[src/rtl/array_max_priority_queue_macros.svh]
// Assertion macros shared by the priority queue RTL.
`ifndef ARRAY_MAX_PRIORITY_QUEUE_MACROS_SVH
`define ARRAY_MAX_PRIORITY_QUEUE_MACROS_SVH

// Same-cycle implication, sampled on clk, off during reset.
`define AMPQ_ASSERT_NOW(lbl, ante, cons, msg) \
    lbl: assert property (@(posedge clk) disable iff (!rst_n) (ante) |-> (cons)) \
        else $error(msg);

// Next-cycle implication, sampled on clk, off during reset.
`define AMPQ_ASSERT_NEXT(lbl, ante, cons, msg) \
    lbl: assert property (@(posedge clk) disable iff (!rst_n) (ante) |=> (cons)) \
        else $error(msg);

`endif

[src/rtl/ampq_pkg.sv]
// Types, codes and sizing constants of the array max-priority queue.
package ampq_pkg;

    localparam int CAPACITY      = 8;
    localparam int VALUE_BITS    = 16;
    localparam int PRIORITY_BITS = 8;

    localparam int ADDR_W = (CAPACITY > 1) ? $clog2(CAPACITY) : 1;
    localparam int CNT_W  = $clog2(CAPACITY + 1);

    // Request codes (code three does nothing).
    localparam logic [1:0] REQ_INSERT = 2'd0;
    localparam logic [1:0] REQ_DELETE = 2'd1;
    localparam logic [1:0] REQ_PEEK   = 2'd2;
    localparam logic [1:0] REQ_NOP    = 2'd3;

    // Status codes.
    localparam logic [1:0] ST_OK    = 2'd0;
    localparam logic [1:0] ST_EMPTY = 2'd1;
    localparam logic [1:0] ST_FULL  = 2'd2;

    typedef logic [ADDR_W-1:0] addr_t;
    typedef logic [CNT_W-1:0]  cnt_t;

    typedef struct packed {
        logic [VALUE_BITS-1:0]    value;
        logic [PRIORITY_BITS-1:0] prio;
    } entry_t;

    typedef struct packed {
        logic [1:0]  req_type;
        logic [15:0] in_element;
        logic [7:0]  in_priority;
    } cmd_t;

    typedef struct packed {
        logic [15:0] out_element;
        logic [7:0]  out_priority;
        logic [1:0]  status;
        logic [3:0]  item_count;
    } result_t;

endpackage

[src/rtl/ampq_mem.sv]
// Entry store: one write port, one read port with registered read data.
module ampq_mem
(
    input  logic              clk,
    input  logic              we,
    input  ampq_pkg::addr_t   waddr,
    input  ampq_pkg::entry_t  wdata,
    input  ampq_pkg::addr_t   raddr,
    output ampq_pkg::entry_t  rdata
);

    ampq_pkg::entry_t mem [ampq_pkg::CAPACITY];

    always_ff @(posedge clk)
    begin
        if (we)
        begin
            mem[waddr] <= wdata;
        end
        rdata <= mem[raddr];
    end

endmodule

[src/rtl/array_max_priority_queue.sv]
// Insert, empty/full reject and no-op report their result in the cycle after the start beat.
// Peek: the scan reads one entry per cycle, then SCAN_LAST does the last compare and reports.
// Delete: the same scan, then, if later entries exist, SHIFT moves each down one slot before reporting.
// Throughput: a new beat is taken in the cycle the result shows; one read port sets the pace.
// Reset (rst_n low, asynchronous) empties the queue; entry contents stay undefined until written.
// The receiver cannot stall: each result is shown for one cycle on done.
module array_max_priority_queue
(
    input  logic                clk,
    input  logic                rst_n,
    input  logic                start,
    input  ampq_pkg::cmd_t      cmd,
    output logic                busy,
    output logic                done,
    output ampq_pkg::result_t   result
);

`include "array_max_priority_queue_macros.svh"

    // Sequencer: scan issues one read per cycle; the last compare happens in
    // SCAN_LAST while no read is issued; SHIFT moves later entries down.
    typedef enum logic [1:0] {
        S_IDLE,
        S_SCAN,
        S_SCAN_LAST,
        S_SHIFT
    } state_t;

    state_t                        state_reg;
    ampq_pkg::cnt_t                cnt_reg;
    logic [1:0]                    op_reg;        // request being worked on
    ampq_pkg::addr_t               scan_idx_reg;  // address being read in the scan
    ampq_pkg::addr_t               cmp_idx_reg;   // address whose data is on rdata
    logic                          cmp_vld_reg;
    logic [ampq_pkg::PRIORITY_BITS-1:0] best_prio_reg;
    logic [ampq_pkg::VALUE_BITS-1:0]    best_val_reg;
    ampq_pkg::addr_t               best_slot_reg;
    ampq_pkg::cnt_t                sh_rd_reg;     // next source slot of the shift
    ampq_pkg::addr_t               wr_addr_reg;   // destination of the pending move
    logic                          wr_vld_reg;
    logic                          done_reg;
    ampq_pkg::result_t             result_reg;

    // Memory port signals
    logic                          mem_we;
    ampq_pkg::addr_t               mem_waddr;
    ampq_pkg::entry_t              mem_wdata;
    ampq_pkg::addr_t               mem_raddr;
    ampq_pkg::entry_t              mem_rdata;

    // Shared compare unit: first entry always wins, later only on strictly
    // greater priority, so ties keep the oldest.
    logic                          take_new;
    logic [ampq_pkg::PRIORITY_BITS-1:0] fin_prio;
    logic [ampq_pkg::VALUE_BITS-1:0]    fin_val;
    ampq_pkg::addr_t               fin_slot;
    ampq_pkg::cnt_t                cnt_m1;
    ampq_pkg::cnt_t                fin_slot_p1;
    logic                          accept;

    assign accept      = start && (state_reg == S_IDLE);
    assign cnt_m1      = cnt_reg - ampq_pkg::CNT_W'(1);
    assign take_new    = (cmp_idx_reg == '0) || (mem_rdata.prio > best_prio_reg);
    assign fin_prio    = take_new ? mem_rdata.prio  : best_prio_reg;
    assign fin_val     = take_new ? mem_rdata.value : best_val_reg;
    assign fin_slot    = take_new ? cmp_idx_reg     : best_slot_reg;
    assign fin_slot_p1 = ampq_pkg::CNT_W'(fin_slot) + ampq_pkg::CNT_W'(1);

    always_comb
    begin
        mem_we    = 1'b0;
        mem_waddr = ampq_pkg::addr_t'(cnt_reg);
        mem_wdata = mem_rdata;
        mem_raddr = scan_idx_reg;
        unique case (state_reg)
            S_IDLE:
            begin
                // Append at the tail on an insert with room.
                mem_we    = accept && (cmd.req_type == ampq_pkg::REQ_INSERT)
                            && (cnt_reg < ampq_pkg::CNT_W'(ampq_pkg::CAPACITY));
                mem_wdata.value = ampq_pkg::VALUE_BITS'(cmd.in_element);
                mem_wdata.prio  = ampq_pkg::PRIORITY_BITS'(cmd.in_priority);
            end
            S_SHIFT:
            begin
                mem_we    = wr_vld_reg;
                mem_waddr = wr_addr_reg;
                mem_raddr = ampq_pkg::addr_t'(sh_rd_reg);
            end
            default:
            begin
            end
        endcase
    end

    ampq_mem u_mem
    (
        .clk   (clk),
        .we    (mem_we),
        .waddr (mem_waddr),
        .wdata (mem_wdata),
        .raddr (mem_raddr),
        .rdata (mem_rdata)
    );

    always_ff @(posedge clk or negedge rst_n)
    begin
        if (!rst_n)
        begin
            state_reg     <= S_IDLE;
            cnt_reg       <= '0;
            op_reg        <= ampq_pkg::REQ_INSERT;
            scan_idx_reg  <= '0;
            cmp_idx_reg   <= '0;
            cmp_vld_reg   <= 1'b0;
            best_prio_reg <= '0;
            best_val_reg  <= '0;
            best_slot_reg <= '0;
            sh_rd_reg     <= '0;
            wr_addr_reg   <= '0;
            wr_vld_reg    <= 1'b0;
            done_reg      <= 1'b0;
            result_reg    <= '0;
        end
        else
        begin
            done_reg <= 1'b0;
            unique case (state_reg)
                S_IDLE:
                begin
                    if (accept)
                    begin
                        op_reg       <= cmd.req_type;
                        scan_idx_reg <= '0;
                        cmp_vld_reg  <= 1'b0;
                        result_reg   <= '0;
                        priority case (1'b1)
                            (cmd.req_type == ampq_pkg::REQ_INSERT):
                            begin
                                done_reg <= 1'b1;
                                if (cnt_reg < ampq_pkg::CNT_W'(ampq_pkg::CAPACITY))
                                begin
                                    cnt_reg <= cnt_reg + ampq_pkg::CNT_W'(1);
                                    result_reg.status     <= ampq_pkg::ST_OK;
                                    result_reg.item_count <= 4'(cnt_reg + ampq_pkg::CNT_W'(1));
                                end
                                else
                                begin
                                    result_reg.status     <= ampq_pkg::ST_FULL;
                                    result_reg.item_count <= 4'(cnt_reg);
                                end
                            end
                            (cmd.req_type == ampq_pkg::REQ_DELETE ||
                             cmd.req_type == ampq_pkg::REQ_PEEK):
                            begin
                                if (cnt_reg == '0)
                                begin
                                    done_reg              <= 1'b1;
                                    result_reg.status     <= ampq_pkg::ST_EMPTY;
                                    result_reg.item_count <= 4'(cnt_reg);
                                end
                                else
                                begin
                                    state_reg <= S_SCAN;
                                end
                            end
                            default:
                            begin
                                // unused code: no-op
                                done_reg              <= 1'b1;
                                result_reg.status     <= ampq_pkg::ST_OK;
                                result_reg.item_count <= 4'(cnt_reg);
                            end
                        endcase
                    end
                end
                S_SCAN:
                begin
                    if (cmp_vld_reg)
                    begin
                        best_prio_reg <= fin_prio;
                        best_val_reg  <= fin_val;
                        best_slot_reg <= fin_slot;
                    end
                    cmp_vld_reg <= 1'b1;
                    cmp_idx_reg <= scan_idx_reg;
                    if (ampq_pkg::CNT_W'(scan_idx_reg) == cnt_m1)
                    begin
                        state_reg <= S_SCAN_LAST;
                    end
                    else
                    begin
                        scan_idx_reg <= scan_idx_reg + ampq_pkg::ADDR_W'(1);
                    end
                end
                S_SCAN_LAST:
                begin
                    cmp_vld_reg <= 1'b0;
                    best_slot_reg <= fin_slot;
                    result_reg.out_priority <= 8'(fin_prio);
                    result_reg.status       <= ampq_pkg::ST_OK;
                    if (op_reg == ampq_pkg::REQ_DELETE)
                    begin
                        result_reg.out_element <= 16'(fin_val);
                        if (fin_slot_p1 < cnt_reg)
                        begin
                            sh_rd_reg  <= fin_slot_p1;
                            wr_vld_reg <= 1'b0;
                            state_reg  <= S_SHIFT;
                        end
                        else
                        begin
                            cnt_reg               <= cnt_m1;
                            result_reg.item_count <= 4'(cnt_m1);
                            done_reg              <= 1'b1;
                            state_reg             <= S_IDLE;
                        end
                    end
                    else
                    begin
                        result_reg.item_count <= 4'(cnt_reg);
                        done_reg              <= 1'b1;
                        state_reg             <= S_IDLE;
                    end
                end
                S_SHIFT:
                begin
                    // Read slot sh_rd while the previous read lands one slot down.
                    if (sh_rd_reg < cnt_reg)
                    begin
                        wr_addr_reg <= ampq_pkg::addr_t'(sh_rd_reg - ampq_pkg::CNT_W'(1));
                        wr_vld_reg  <= 1'b1;
                        sh_rd_reg   <= sh_rd_reg + ampq_pkg::CNT_W'(1);
                    end
                    else
                    begin
                        wr_vld_reg            <= 1'b0;
                        cnt_reg               <= cnt_m1;
                        result_reg.item_count <= 4'(cnt_m1);
                        done_reg              <= 1'b1;
                        state_reg             <= S_IDLE;
                    end
                end
                default:
                begin
                    state_reg <= S_IDLE;
                end
            endcase
        end
    end

    assign busy   = (state_reg != S_IDLE);
    assign done   = done_reg;
    assign result = result_reg;

    // Checks
    `AMPQ_ASSERT_NOW(a_cnt_bound, 1'b1, cnt_reg <= ampq_pkg::CNT_W'(ampq_pkg::CAPACITY), "count beyond capacity")
    `AMPQ_ASSERT_NOW(a_full_ok, done && (result.status == ampq_pkg::ST_FULL), cnt_reg == ampq_pkg::CNT_W'(ampq_pkg::CAPACITY), "full reported with room")
    `AMPQ_ASSERT_NEXT(a_start_resp, start && !busy, busy || done, "start beat left unanswered")
    `AMPQ_ASSERT_NOW(a_shift_addr, (state_reg == S_SHIFT) && wr_vld_reg, ampq_pkg::CNT_W'(wr_addr_reg) < cnt_m1, "shift write beyond new tail")

endmodule

[config.mk]
export PLATFORM = sky130hd
export DESIGN_NAME = array_max_priority_queue
export DESIGN_NICKNAME = d
export VERILOG_FILES = /design/src/rtl/ampq_pkg.sv /design/src/rtl/ampq_mem.sv /design/src/rtl/array_max_priority_queue.sv
export VERILOG_INCLUDE_DIRS = /design/src /design/src/rtl
export SDC_FILE = /design/constraint.sdc
export NUM_CORES = 1
export LEC_CHECK = 0
export ABC_AREA = 1
export BUFFER_PORTS_ARGS = -buffer_cell sky130_fd_sc_hd__buf_2
export CAP_MARGIN = 5
export CELL_PAD_IN_SITES_DETAIL_PLACEMENT = 1
export CELL_PAD_IN_SITES_GLOBAL_PLACEMENT = 2
export CORE_AREA = 8 8 131 254
export CTS_BUF_LIST = sky130_fd_sc_hd__clkbuf_8 sky130_fd_sc_hd__clkbuf_16
export DETAILED_ROUTE_END_ITERATION = 8
export DIE_AREA = 0 0 139 262
export PLACE_DENSITY = 0.89
export RECOVER_POWER = 100
export SLEW_MARGIN = 20
export SYNTH_ARGS = -nofsm -noshare
export SYNTH_HDL_FRONTEND = slang
export SYNTH_SLANG_ARGS = --single-unit
[constraint.sdc]
create_clock -name clk -period 5.73 [get_ports clk]
set_input_delay 0.8595 -clock clk [delete_from_list [all_inputs] [get_ports clk]]
set_output_delay 0.8595 -clock clk [all_outputs]
set_load 0.01 [all_outputs]
# After elaboration in Yosys (flattened, before gate mapping)
# Memories as Yosys holds them, arrays and structs flattened. A register that Yosys moved wholly into a read port is not among the register bits.
# Index checks and enable logic that the tools add are counted.
# totals
out_inout_bits	32
elab_cells	136
in_bits	29
mem_bits_rw	192
ff_bits	81
n_memories	1
# mem_list
memory	depth	word_bits	rd	rd_ports_with_merged_regs	wr	line_no	text
u_mem.mem	8	24	1	1	1	ampq_mem.sv:12	ampq_pkg::entry_t mem [ampq_pkg::CAPACITY];
# classes
add_sub_neg	6
n_mux	57
n_eq_ne	22
order_cmp	4
reduce_logical	29
# op_table
cell	n
one-hot mux 26 bit (2 select lines)	1
2-to-1 mux 4 bit	10
2-to-1 mux 16 bit	2
2-to-1 mux 30 bit	1
2-to-1 mux 24 bit	1
one-hot mux 4 bit (3 select lines)	2
inequality test 2 bit, second input constant	11
2-to-1 mux 3 bit	6
2-to-1 mux 2 bit	8
2-to-1 mux 1 bit	13
2-to-1 mux 6 bit	2
one-hot mux 3 bit (2 select lines)	2
AND reduction 2 bit	6
2-to-1 mux 5 bit	2
nonzero test 2 bit	5
AND reduction 3 bit	3
adder 4 x 1 -> 4 bit, second input constant	2
greater-than comparator 8 bit	1
less-than comparator 4 bit	2
2-to-1 mux 8 bit	1
one-hot mux 2 bit (4 select lines)	1
one-hot mux 4 bit (2 select lines)	1
AND reduction 4 bit	2
AND reduction 7 bit	1
other kinds (19)	32

# Longest topological paths before layout
# Gate-level depths: netlist (run 1).
# logic_depth
word_depth	8
ltp_mapped	24
depth_no_buf	24

# Modules after synthesis
# A second synthesis (run 1) with hierarchy kept.
# unflattened
cells_unflattened	1490
hier_area_um2	13714.4
# by_module_without_submodules
module	seq_area_each_um2	cells_per_inst	n_inst	area_each_um2
ampq_mem	6246.0	872	1	8906.0
array_max_priority_queue	2026.9	618	1	4808.4

# Least setup slack after synthesis (run 1)
# No wires, ideal clock.
# synth_timing
kind	input to register
start	input cmd[24] in the netlist's numbering
end	memory u_mem.mem[0][0] in the netlist's numbering, enable pin
slack_ns	2.721
required_ns	5.325
arrival_time_ns	2.604
path_stages	8
setup_time_ns	0.405
path_buffers	0
cell_sequence	inv_1 ha_1 inv_1 nor2_1 nand2_1 a21oi_1 nand2_1 nor2_1
# synth_via
elab_chain_cells	6
# synth_rtl
element	line_no	text
start, declared	array_max_priority_queue.sv:12	input ampq_pkg::cmd_t cmd,
zero test 2 bit	array_max_priority_queue.sv:79	mem_we = accept && (cmd.req_type == ampq_pkg::REQ_INSERT)
logical AND 1 bit	array_max_priority_queue.sv:79	
logical AND 1 bit	array_max_priority_queue.sv:80	&& (cnt_reg < ampq_pkg::CNT_W'(ampq_pkg::CAPACITY));
one-hot mux 1 bit (2 select lines)	array_max_priority_queue.sv:75	unique case (state_reg)
2-to-1 mux 1 bit	ampq_mem.sv:16	if (we)
2-to-1 mux 1 bit (not written as such)	ampq_mem.sv:18	mem[waddr] <= wdata;
end, declared	ampq_mem.sv:12	
# Every way passes these cells.

# Final worst setup path (run 1)
# layout_timing
start	register state_reg[0]
end	register u_mem.rdata[7] (netlist name)
# layout_via
elab_chain_cells	2
# layout_rtl
element	line_no	text
start, declared	array_max_priority_queue.sv:29	state_t state_reg;
start signal, assigned	array_max_priority_queue.sv:110	state_reg <= S_IDLE;
start signal, assigned	array_max_priority_queue.sv:164	state_reg <= S_SCAN;
start signal, assigned	array_max_priority_queue.sv:189	state_reg <= S_SCAN_LAST;
== test 2 bit	array_max_priority_queue.sv:75	
2-to-1 mux 3 bit	array_max_priority_queue.sv:75	
# Every way passes these cells.
# A chain may end at the register's enable or synchronous reset.

==> results of run 1 <==
==> routing by layer <==
metal | share of wire | global-route usage | up-vias
met2 | 0.52 | 0.3370 | 173
met1 | 0.41 | 0.2134 | 4330
met3 | 0.032 | 0.02128 | 58
li1 | - | - | 4155
met4 | 0.037 | 0.07544 | 0
met5 | 0 | 0 | -
==> worst max-delay path: cells and delay by family, from the launching register on <==
family | cells | cell delay, ps
buffers and inverters | 1 | 1370
adder cells (fa/ha/maj) | 1 | 760
AO/OA/AOI/OAI | 3 | 500
multiplexers | 1 | 440
flip-flops | 1 | 400
AND/OR/NAND/NOR | 1 | 160
==> power by group <==
group	internal, mW	switching [mW]	leakage [nW]
Sequential	3.05	0.244	2.97
Clock	1.01	0.789	0.458
Combinational	1.13	2.66	2.37
==> layout make-up <==
type,count,share of cell area
timing repair buffer,72,0.02279
tap,368,0.03214
multi-input combinational,663,0.2647
clock inverter,22,0.01327
clock buffer,28,0.04812
inverter,158,0.04157
sequential,297,0.5774
==> cells in the mapped netlist (5+ instances only) <==
cell	number
edfxtp_1	192
nand3_1	19
clkbuf_1	33
ha_1	28
o21a_1	24
xor2_1	6
a31oi_1	24
o211ai_1	25
o21ai_0	166
inv_1	152
buf_2	18
nand2_2	7
dfrtp_1	81
a21oi_1	58
dfxtp_1	24
mux2_2	24
a211oi_1	24
inv_2	5
nor2_1	26
nand2_1	196
==> stage by stage <==
stage / area [µm²] / utilization / hold slack (ps) / cells / power (mW)
CTS: 14460 / 0.4829 / 189.9 / 1608 / 9.083
global placement: 13580 / 0.4535 / 462.4 / 1558 / 6.983
finish: 14330 / 0.4783 / 484.6 / 1608 / 8.885
global route: 14330 / 0.4783 / 510.7 / 1608 / 9.533
detailed placement: 13580 / 0.4535 / 473.0 / 1558 / 7.225
floorplan: 12900 / - / 441.7 / 1174 / 5.969
==> layout by cell type (no fill, tap or decap), types with 25 or more instances in the layout <==
cell and n:
a21oi_1 58, buf_2 27, clkbuf_1 39, clkbuf_16 27, dfrtp_1 81, edfxtp_1 192, ha_1 28, inv_1 161
nand2_1 201, o211ai_1 25, o21ai_0 168
==> kinds of logic (layout without fill, tap and decap cells) <==
logic type,count (synthesis),count (layout),synth area share
flip-flops,297,297,0.6413
multiplexers,24,24,0.02095
adder cells (fa/ha/maj),28,28,0.02716
XOR/XNOR,9,9,0.006111
AND/OR/NAND/NOR,259,259,0.08380
AO/OA/AOI/OAI,343,343,0.1559
buffers and inverters,214,280,0.06479
==> worst max path at each step <==
| stage | from | endpoint | slack [ps] |
|---|---|---|---|
| 6_report | state_reg[0]$_DFFE_PN0P_ | u_mem.rdata[7]$_DFF_P_ | 1760 |
| 5_1_grt | state_reg[0]$_DFFE_PN0P_ | u_mem.rdata[7]$_DFF_P_ | 1440 |
| 4_1_cts | state_reg[0]$_DFFE_PN0P_ | u_mem.rdata[11]$_DFF_P_ | 2280 |
| 3_5_place_dp | state_reg[0]$_DFFE_PN0P_ | u_mem.rdata[11]$_DFF_P_ | 2290 |
| 3_3_place_gp | cmd[24] | u_mem.mem[7][18]$_DFFE_PP_ | 2370 |
| 2_1_floorplan | cmd[24] | u_mem.mem[0][0]$_DFFE_PP_ | 2720 |
==> impl_metrics.ini, run 1 <==
[run_status]
status = complete, but fails checks
violations = capacitance limit, slew limit

[cells_and_area]
fin_nets = 1276
drive_above_1_share = 0.09839
fillers = 3245
num_antenna_cells = 0
largest_reg_flops = 192
regArea_um2 = 8273
multi_input_comb_area_um2 = 3792
area_growth_pct = 11.07

[clock_tree]
cts_resized = 0
clk_pin_slew_ps = 70
post_cts_buffers = 0
cts_buffers = 27
cts_root_buffer = clkbuf_16
cts.sinks = 297
clockBufferDepth = 3
htree_levels = 1
holdBufCountCts = 0
clkLatencyLatePin_ps = 560
cts_tree = done

[place]
gp_congestion = 0.8283
port_buffers = 60
dp_hpwl_um = 21380
post-place-ws_ps = 2286

[worst_setup_path]
critPathRequiredTime_ps = 6080
critPathArrivalTime_ps = 4320
reg2reg_to = u_mem.rdata[7]$_DFF_P_
reg2reg_depth = 7
worstPathCellList = ha_1 > nand2_1 > o21ai_0 > clkbuf_4 > mux2_2 > a211oi_1 > a31oi_1
path_class = reg -> reg
path_max_fanout = 168
slowest_stage = clkbuf_4
max_stage_delay_ps = 1370
r2r_slack_ps = 1760
start_kind = register
r2r-start = state_reg[0]$_DFFE_PN0P_
end_kind = register

[yosys]
syn_nets = 1231
avgSynthCellArea_um2 = 10.99
synth_cell_type_count = 45
ys.flop_type = edfxtp_1
yosysWarnings = 0
synth_top_area_cell = edfxtp_1
ys_seq_area_frac = 0.6413
synthTopCellsByArea = edfxtp_1 45%, dfrtp_1 16%, o21ai_0 6.4%, nand2_1 5.7%, inv_1 4.4%
synth_top_area_frac = 0.4469
synthCells = 1174
ys_ff_latch = 297
syn-cell-area_um2 = 12900
async_flop_share = 0.2727
synth_edf_count = 192

[routing]
detailroute.via_count = 8716
routedWlPerCell_um = 20.69
remaining_drc_errors = 0
ant_nets = 0
wl_um = 33270
firstDrtPassIters = 4
drt-vias-per-instance = 5.420
drt_iter0_drc = 528

[global_route]
grt_pass1_wl_um = 52510
grt_overflow = 0
track_usage = 0.1834
grt_max_degree = 169
grt_pass1_vias = 9346
grt_antenna_before_repair = 0

[min_path]
hold_path_end = best_val_reg[0]$_DFFE_PN0P_
hold_path_depth = 2
min_path_type = reg -> reg
timing.hold.worst.start = best_val_reg[0]$_DFFE_PN0P_

[timing]
setup_viol = 0
fin_setup_tns_ps = 0
fin_crit_ps = 3972
max_freq_ghz = 0.2517
period_share = 0.6932
worst_slew_pin_slew_ps = 1847
clock_skew_ps = 13.03
fin_ws_ps = 1758
hold_viol = 0
slew_headroom = -0.2314
rsz0062_at_grt = false
drv_slew = 319

[power]
power.density_nw_per_um2 = 620.1
ir_drop_uv = 445.7
p_leak_nw = 5.798

[die]
start_util = 0.4307
die_area_um2 = 36420
die_w_um = 139
rows = 90
core_area_um2 = 29950
die_h_um = 262
io_pins = 61

[run]
cap_violations = 7
(Power assumes the default switching activity.)
==> run 2, diff against run 1 <==
--- a/config.mk
+++ b/config.mk
@@ -11,11 +11,11 @@
 export CAP_MARGIN = 5
 export CELL_PAD_IN_SITES_DETAIL_PLACEMENT = 1
 export CELL_PAD_IN_SITES_GLOBAL_PLACEMENT = 2
-export CORE_AREA = 8 8 131 254
+export CORE_AREA = 8 8 135 262
 export CTS_BUF_LIST = sky130_fd_sc_hd__clkbuf_8 sky130_fd_sc_hd__clkbuf_16
 export DETAILED_ROUTE_END_ITERATION = 8
-export DIE_AREA = 0 0 139 262
-export PLACE_DENSITY = 0.89
+export DIE_AREA = 0 0 143 270
+export PLACE_DENSITY = 0.85
 export RECOVER_POWER = 100
 export SLEW_MARGIN = 20
 export SYNTH_ARGS = -nofsm -noshare
==> constraint.sdc (replaced) <==
create_clock -name clk -period 3.7 [get_ports clk]
set_input_delay 0.555 -clock clk [delete_from_list [all_inputs] [get_ports clk]]
set_output_delay 0.555 -clock clk [all_outputs]
set_load 0.01 [all_outputs]
==> run 2 against run 1 <==
Against the previous run: the run still ends with capacitance limit, slew limit left; first-iteration DRC count decreased by 6.1%; worst setup slack worse by 1300 ps; hold slack worse by 180 ps; die area grew 6.0%; clock skew rose by 11 ps; non-clock buffer count is 15 higher; sequential share of layout area decreased by 1.3 points; clock-buffer cell count decreased by 1; critical endpoint is now busy; critical path type is now reg -> out; largest cell class unchanged; cell count up 4.3%; register-to-register slack worse by 1300 ps.
==> impl_metrics.ini, run 2 (same netlist as run 1, synthesis figures left out) <==
[worst_setup_path]
critPathArrivalTime_ps = 2700
reg2reg_to = result[22]$_DFFE_PN0P_
r2r-start = state_reg[0]$_DFFE_PN0P_
path_class = reg -> out
r2r_slack_ps = 490
start_kind = register
critPathRequiredTime_ps = 3140
reg2reg_depth = 8
path_max_fanout = 52
end_kind = output port

[power]
power.share.clock = 0.215
p_seq_frac = 0.354
internal-power_mw = 8.502
power.density_nw_per_um2 = 978.5
p_leak_nw = 5.922
p_sw_frac = 0.4076
ir_drop_uv = 548.3
power.net_switching_mw = 5.851
comb_power_share = 0.431

[clock_tree]
cts_root_buffer = clkbuf_16
cts_tree = done
clkLatencyLatePin_ps = 540
clockBufferDepth = 3
htree_levels = 1
post_cts_buffers = 0
cts_buffers = 25
cts_resized = 0
cts.sinks = 297
holdBufCountCts = 0
clk_pin_slew_ps = 70

[timing]
fin_crit_ps = 3250
rsz0062_at_grt = false
drv_slew = 69
worst_slew_pin_slew_ps = 1800
setup_viol = 0
fin_setup_tns_ps = 0
max_freq_ghz = 0.3077
slew_headroom = -0.1998
hold_viol = 0
clock_skew_ps = 23.55
period_share = 0.8785

[place]
port_buffers = 60
dp.cells = 1631
gp_congestion = 0.8562
dp_hpwl_um = 22910

[routing]
wl_um = 34150
drt_iter0_drc = 496
detailroute.via_count = 8857
drt-vias-per-instance = 5.281
ant_nets = 0
firstDrtPassIters = 6
routedWlPerCell_um = 20.36
remaining_drc_errors = 0

[cells_and_area]
finalNonFillerCells = 1677
fin_nets = 1289
drive_above_1_share = 0.1184
num_antenna_cells = 0
final_cell_mix = 200 x nand2_1, 192 x edfxtp_1, 165 x o21ai_0
area_growth_pct = 13.71
fillers = 3474
final_common_cell = nand2_1
largest_reg_flops = 192

[global_route]
grt_antenna_before_repair = 0
grt_pass1_wl_um = 54580
grt_max_degree = 71
grt_overflow = 0
track_usage = 0.1812
grt_pass1_vias = 9714

[die]
rows = 93
start_util = 0.4031
die_area_um2 = 38610
die_w_um = 143
die_h_um = 270
core_area_um2 = 32000
io_pins = 61

[min_path]
hold_path_depth = 3
min_path_type = in -> reg
timing.hold.worst.start = cmd[25]
hold_path_end = op_reg[1]$_DFFE_PN0P_

[run]
cap_violations = 1

[run_status]
status = complete, but fails checks
violations = capacitance limit, slew limit
[run 2: metal layers]
metal / vias up / routed length, µm / share of wire / track usage
li1: 4171 / - / - / -
met1: 4439 / 12890 / 0.38 / 0.2023
met2: 182 / 18830 / 0.55 / 0.3384
met3: 65 / 1156 / 0.034 / 0.01823
met4: 0 / 1279 / 0.037 / 0.07257
met5: - / 0 / 0 / 0
[run 2: worst max-delay path by stage]
stage | start | slack [ps] | cells after the start | to
2_1_floorplan | state_reg[0]$_DFFE_PN0P_ | 780 | 9 | u_mem.mem[0][0]$_DFFE_PP_
3_3_place_gp | best_prio_reg[7]$_DFFE_PN0P_ | 670 | 17 | sh_rd_reg[2]$_DFFE_PN0P_
3_5_place_dp | best_prio_reg[7]$_DFFE_PN0P_ | 630 | 17 | sh_rd_reg[1]$_DFFE_PN0P_
4_1_cts | best_prio_reg[7]$_DFFE_PN0P_ | 580 | 17 | sh_rd_reg[1]$_DFFE_PN0P_
5_1_grt | state_reg[1]$_DFFE_PN0P_ | 220 | 8 | result[28]$_DFFE_PN0P_
6_report | state_reg[0]$_DFFE_PN0P_ | 450 | 5 | busy
[run 2: per-stage QoR]
stage,total power [mW],area (µm²),util,hold WS [ps],worst slack (ps)
2_1_floorplan,9.244,12900,-,259.4,784.6
3_3_place_gp,11.21,13800,0.4314,460.4,671.7
3_5_place_dp,11.46,13800,0.4314,468.7,631.2
4_1_cts,14.60,14760,0.4612,155.7,582.1
5_1_grt,15.39,14670,0.4584,317.4,215.6
6_report,14.35,14670,0.4584,304.3,449.7
[run 2: cell type report]
type,count,area (µm²),area share
Clock inverter,18,302.8,0.02064
Clock buffer,27,653.1,0.04453
Inverter,158,595.6,0.04060
Multi-Input combinational cell,663,3805,0.2594
Sequential cell,297,8273,0.5640
Timing Repair Buffer,87,504.2,0.03438
Tap cell,427,534.3,0.03642
[run 2: power by group through the flow]
stage | clock (mW) | sequential, mW | combinational [mW]
after floorplan | 0 | 5.09 | 4.15
after global placement | 0 | 5.11 | 6.09
after detailed placement | 0 | 5.14 | 6.32
after CTS | 3.14 | 5.08 | 6.38
after global routing | 3.25 | 5.16 | 6.98
final | 3.08 | 5.09 | 6.18
[run 2: critical path, stage by stage, from the launching register on]
cell	delay [ps]
dfrtp_1	420
inv_1	140
ha_1	190
clkbuf_2	1020
inv_2	180
clkbuf_1	210
